[src/hdl/ftp_pkg.sv]
// shared types and constants for the frustum test and projection block
`timescale 1ns / 1ps
`default_nettype none
package ftp_pkg;
    localparam int COORD_FRAC_BITS = 16;
    localparam int QW = 48;                  // numerator width, 15 x 33 bits
    localparam int DW = 32;                  // divisor width (|z| fits 32 bits)
    localparam int NCELL = QW;               // one quotient bit per cell
    localparam int CFG_IDX_W = 3;
    localparam int CFG_DATA_W = 32;

    typedef enum logic [CFG_IDX_W-1:0] {
        REG_HALF_W  = 3'd0,
        REG_HALF_H  = 3'd1,
        REG_ASPECT  = 3'd2,
        REG_NEAR    = 3'd3,
        REG_FAR     = 3'd4
    } t_reg_idx;

    // per-item data riding along the cell row
    typedef struct packed {
        logic          vld;
        logic          visible;
        logic          neg_x;
        logic          neg_y;
        logic [14:0]   half_w;
        logic [14:0]   half_h;
        logic [QW-1:0] num_x;   // shifts out high bits while quotient shifts in
        logic [QW-1:0] num_y;
        logic [DW:0]   rem_x;
        logic [DW:0]   rem_y;
        logic [DW-1:0] den;
    } t_cell;
endpackage
`default_nettype wire

[src/hdl/ftp_div_cell.sv]
// one restoring-division cell: one quotient bit per axis, registered
`timescale 1ns / 1ps
`default_nettype none
module ftp_div_cell (
    input  wire logic            i_clk,
    input  wire logic            i_rst_n,
    input  wire logic            i_en,
    input  wire ftp_pkg::t_cell  i_cell,
    output ftp_pkg::t_cell       o_cell
);
    import ftp_pkg::*;

    t_cell       r_cell;
    t_cell       n_cell;
    logic [DW:0] w_tx;
    logic [DW:0] w_ty;
    logic [DW:0] w_dx;
    logic [DW:0] w_dy;

    always_comb begin
        n_cell = i_cell;
        w_tx = {i_cell.rem_x[DW-1:0], i_cell.num_x[QW-1]};
        w_ty = {i_cell.rem_y[DW-1:0], i_cell.num_y[QW-1]};
        w_dx = w_tx - {1'b0, i_cell.den};
        w_dy = w_ty - {1'b0, i_cell.den};
        n_cell.rem_x = w_dx[DW] ? w_tx : w_dx;
        n_cell.rem_y = w_dy[DW] ? w_ty : w_dy;
        n_cell.num_x = {i_cell.num_x[QW-2:0], ~w_dx[DW]};
        n_cell.num_y = {i_cell.num_y[QW-2:0], ~w_dy[DW]};
    end

    always_ff @(posedge i_clk) begin
        if (!i_rst_n) begin
            r_cell.vld <= 1'b0;
        end else if (i_en) begin
            r_cell <= n_cell;
        end
    end

    assign o_cell = r_cell;
endmodule
`default_nettype wire

[config.mk]
export PLATFORM = sky130hd
export DESIGN_NAME = ftp_div_cell
export DESIGN_NICKNAME = d
export VERILOG_FILES = /design/src/hdl/ftp_pkg.sv /design/src/hdl/ftp_div_cell.sv
export SDC_FILE = /design/constraint.sdc
export NUM_CORES = 1
export LEC_CHECK = 0
export ABC_AREA = 0
export ABC_CLOCK_PERIOD_IN_PS = 7300
export BUFFER_PORTS_ARGS = -buffer_cell sky130_fd_sc_hd__buf_2
export CAP_MARGIN = 0
export CORE_AREA = 3 3 176 178
export CTS_CLUSTER_SIZE = 30
export DETAILED_ROUTE_END_ITERATION = 12
export DIE_AREA = 0 0 179 181
export PLACE_DENSITY_LB_ADDON = 0.08
export SLEW_MARGIN = 20
export SYNTH_ARGS = -nofsm -noshare
export SYNTH_HDL_FRONTEND = slang
export SYNTH_SLANG_ARGS = --single-unit
[constraint.sdc]
create_clock -name i_clk -period 7.3 [get_ports i_clk]
set_input_delay 0.365 -clock i_clk [delete_from_list [all_inputs] [get_ports i_clk]]
set_output_delay 0.365 -clock i_clk [all_outputs]
set_load 0.1 [all_outputs]
; Word level (Yosys, flattened, before mapping)
; Index checks and enable logic that the tools add are counted.
[word_totals]
ff_bits = 228
out_inout_bits = 228
elab_cells = 20
[op_classes]
add_sub_neg = 2
muxes = 2
n_bitwise = 2
reduce_logical = 1
[ops]
columns = op, count
row1 = $sub A33 B32 Y33, 2
row2 = $mux W32, 2
row3 = $not A1 Y1, 2
row4 = $reduce_and A2 Y1, 1

; Depth between registers and ports, before layout
[logic_depth]
word_depth = 2
ltp_mapped = 13
ltp_nobuf = 12

; Least setup slack after synthesis
; No wires, ideal clock.
[synth_timing]
path_type = input -> register
startpoint = input port i_en
endpoint = register r_cell (netlist bit o_cell[0]), enable pin
setup_ns = 0.615
arrival_ns = 5.504
required_ns = 6.685
slack_ns = 1.181
stages = 1
path_buffers = 0
path_cell_list = and2_1
[synth_via]
elab_chain_len = 1
[synth_lines]
columns = item, line_no
row1 = "start, declared", ftp_div_cell.sv:7  ; input wire logic i_en,
row2 = $reduce_and A2 Y1 (no line), -
row3 = "end signal, assigned", ftp_div_cell.sv:36  ; r_cell <= n_cell;
row4 = "end, declared", ftp_div_cell.sv:13  ; t_cell r_cell;
; No other way between the ends.
; A chain may end at the register's enable or synchronous reset.

==> flow_metrics.py <==
metrics = {
    "run_status": {
        "status": "completed",
    },
    "sta": {
        "setup_tns_ns": 0,
        "fin_skew_ns": 0,
        "holdWs_ns": 0.0244,
        "layout_min_cycle_time_ns": 4.03,
        "fin_ws_ns": 3.27,
        "fmax_mhz": 248,
        "hold_viol_final": 0,
        "slew_headroom": 0.316,
        "tightest_slew_ns": 1.03,
        "rsz0062_at_grt": "no",
        "setup_viol": 0,
        "post-route-period-util": 0.552,
        "maxSlewViolCount": 0,
    },
    "worst_setup_path": {
        "worstPathMaxFanout": 49,
        "cp-end-kind": "flip-flop",
        "endpoint": "o_cell[84]",
        "crit_path_frequent_cell": "a21oi_1",
        "path_depth": 12,
        "cp-start-kind": "input port",
        "cpMaxStageDelayCell": "o41ai_1",
        "critPathLaunch": "i_cell[0]",
        "arrival_ns": 4.31,
        "crit_path_max_incr_delay_ns": 0.87,
        "worst-setup-path-type": "in -> reg",
        "crit_required_ns": 7.58,
        "reg2reg_to": "o_cell[227]",
        "r2r-start": "o_cell[227]",
        "reg2reg_depth": 2,
        "regToRegSetupSlack_ns": 6.69,
        "crit_family": "compound AO/OA/AOI/OAI gates",
        "cp_cell_sequence": "buf_2 -> ha_1 -> fa_1 -> nand2b_1 -> a21oi_1 -> a21oi_1 -> a21oi_1 -> a221oi_1 -> o41ai_1 -> xnor2_4 -> buf_4 -> mux2_2",
        "critPathBufInv": 2,
    },
    "synthesis": {
        "synth_nets": 1138,
        "async_reset_ff_frac": 0,
        "synth_top_area_frac": 0.609,
        "ys_types": 58,
        "synth_top_family_by_area": "compound AO/OA/AOI/OAI gates",
        "yosys.area_share.adder": 0.0751,
        "synth_top_flop_cell": "edfxtp_1",
        "synth.avg_cell_area_um2": 13.3,
        "yosys_register_bits": 228,
        "synth-simple-area-share": 0.0656,
        "synth_cells": 841,
        "synth-seq-area-share": 0.610,
        "yosysWarnings": 0,
        "synth-edff-count": 227,
        "yosys.area_share.xor_xnor": 0.0469,
        "ys_top_cells_by_area": "edfxtp_1, ha_1, mux2_4",
        "synth_compound_area_frac": 0.133,
        "synth.cell_area_mm2": 0.0112,
        "yosysTopAreaCell": "edfxtp_1",
        "synth_mux_area_frac": 0.0409,
    },
    "drt": {
        "highest_layer": "met5",
        "num_vias": 8909,
        "ant_nets": 0,
        "met1Wirelength_mm": 14.1,
        "vias_per_cell": 4.86,
        "wl_met3_mm": 2.77,
        "drt-initial-drc-count": 430,
        "wire_per_inst_um": 19.9,
        "met2_wirelength_mm": 18.3,
        "drtPass1Iterations": 4,
        "wirelength_mm": 36.5,
        "drc": 0,
    },
    "place": {
        "place_ws_ns": 2.65,
        "portBuffers": 456,
        "hpwl_mm": 27.8,
        "gp_congestion": 0.888,
    },
    "layout": {
        "nFillCells": 2584,
        "largest_reg_flops": 228,
        "ff_latch_area_mm2": 0.00684,
        "area_delta_synth_final_pct": 41.9,
        "finalNetCount": 1716,
        "layout-drive-gt1-share": 0.378,
        "multiInputGateArea_mm2": 0.00406,
    },
    "power_and_ir_drop": {
        "p_per_area_mw_per_mm2": 277,
        "power.leakage_uw": 0.00695,
        "ir_worst_vdd_v": 0.000159,
    },
    "global_routing": {
        "grt_max_degree": 81,
        "grt_pass1_wl_mm": 51.9,
        "antenna_found_initial": 9,
        "overflow": 0,
        "grt_usage": 0.211,
        "grt_pass1_vias": 8788,
    },
    "clock_tree": {
        "cts_tree": "yes",
        "cts_sinks": 228,
        "clk_pin_slew_ns": 0.06,
        "numCtsBuffers": 27,
        "htreeDepth": 1,
        "worstSkewPairLatency_ns": 0.52,
        "root_buffer": "clkbuf_16",
        "cts_buffer_depth": 3,
        "post-cts-setup-buffers": 0,
    },
    "floorplan": {
        "die_w_um": 179,
        "die_height_um": 181,
        "core_mm2": 0.0296,
        "die-area_mm2": 0.0324,
        "start_util": 0.379,
        "boundaryPins": 459,
        "rows": 63,
    },
    "min_path": {
        "hp-start": "i_cell[175]",
        "hold_class": "in -> reg",
    },
    "run": {
        "max_cap_viol_count": 0,
    },
}
power by group:
group          switching (uW)  internal, uW  total [uW]  leakage (uW)
clock                     536           795        1330      0.000422
combinational            1110           357        1470       0.00440
sequential               22.4          1580        1600       0.00213
total                    1670          2730        4400       0.00695
logic make-up (layout without fill, tap and decap cells):
group	count (synthesis)	in the layout
AOI/OAI and AO/OA	231	231
DFF	228	228
and+or+nand+nor	154	154
buffers and inverters	72	670
adders and majority gates	66	66
xor gates and xnor gates	57	57
muxes	33	33
other	0	4
metal layers:
layer  up-vias  global-route usage
met5         -                   0
met4        10              0.0680
met3        63              0.0511
met2       317               0.371
met1      4163               0.251
li1       4356                   -
cells in the final DEF, fill, tap and decap left out, types with 5 or more instances in the layout:
master         netlist  routed
xor2_1              28      28
dlygate4sd3_1        0     111
edfxtp_1           227     227
clkbuf_16            0      27
a21boi_0             6       6
clkbuf_1            18       6
nand3_1             11      11
o21a_1               8       8
a31oi_1              5       5
nand4_1             14      14
buf_2                2     456
a21o_1              32      32
nand2b_1             5       5
o21ai_0             60      60
nand2_1             63      63
and2_1               7       6
o31ai_1              8       8
ha_1                64      64
o21bai_1             6       6
a21oi_1             71      71
nor2b_1              8       8
mux2_2               6       6
mux2_4              24      24
inv_1               49      49
nor2_1              28      28
xnor2_1             27      27
clkinv_2             0       6
Yosys cell counts (all sizes together) (7+ instances only):
cell      n
edfxtp  227
a21oi    71
ha       64
nand2    64
o21ai    61
inv      49
a21o     32
mux2     30
xor2     29
nor2     28
xnor2    28
clkbuf   18
nand4    14
nand3    11
nor2b     8
o21a      8
o31ai     8
and2      7
stage by stage:
| stage | utilization | area (um^2) | std cells | power [uW] |
|---|---|---|---|---|
| 5_1_grt | 0.538 | 15900 | 1832 | 4570 |
| 3_3_place_gp | 0.470 | 13900 | 1668 | 3040 |
| 6_report | 0.538 | 15900 | 1833 | 4400 |
| 3_5_place_dp | 0.470 | 13900 | 1668 | 3040 |
| 2_1_floorplan | - | 11200 | 841 | 2790 |
| 4_1_cts | 0.535 | 15800 | 1824 | 4440 |
worst min-delay path by stage:
| stage | end | slack, ns | depth (start not counted) |
|---|---|---|---|
| global route | o_cell[176] | 0.003 | 1 |
| global placement | o_cell[227] | 0.51 | 2 |
| floorplan | o_cell[0] | 0.46 | 0 |
| detailed placement | o_cell[227] | 0.52 | 2 |
| CTS | o_cell[104] | 0.0002 | 1 |
| finish | o_cell[176] | 0.02 | 1 |
final cells by class:
type	count	area share
clock inverter	15	0.00976
antenna	4	0.000630
inverter	49	0.0116
timing repair buffer	572	0.217
tap	390	0.0307
multi-input combinational	541	0.255
sequential	228	0.430
clock buffer	34	0.0448
what timing repair did:
action,CTS,global route
gates resized for setup,0,0
hold buffers,107,4
endpoints found under the hold margin,107,4
Power figures use the tool's default switching activity.
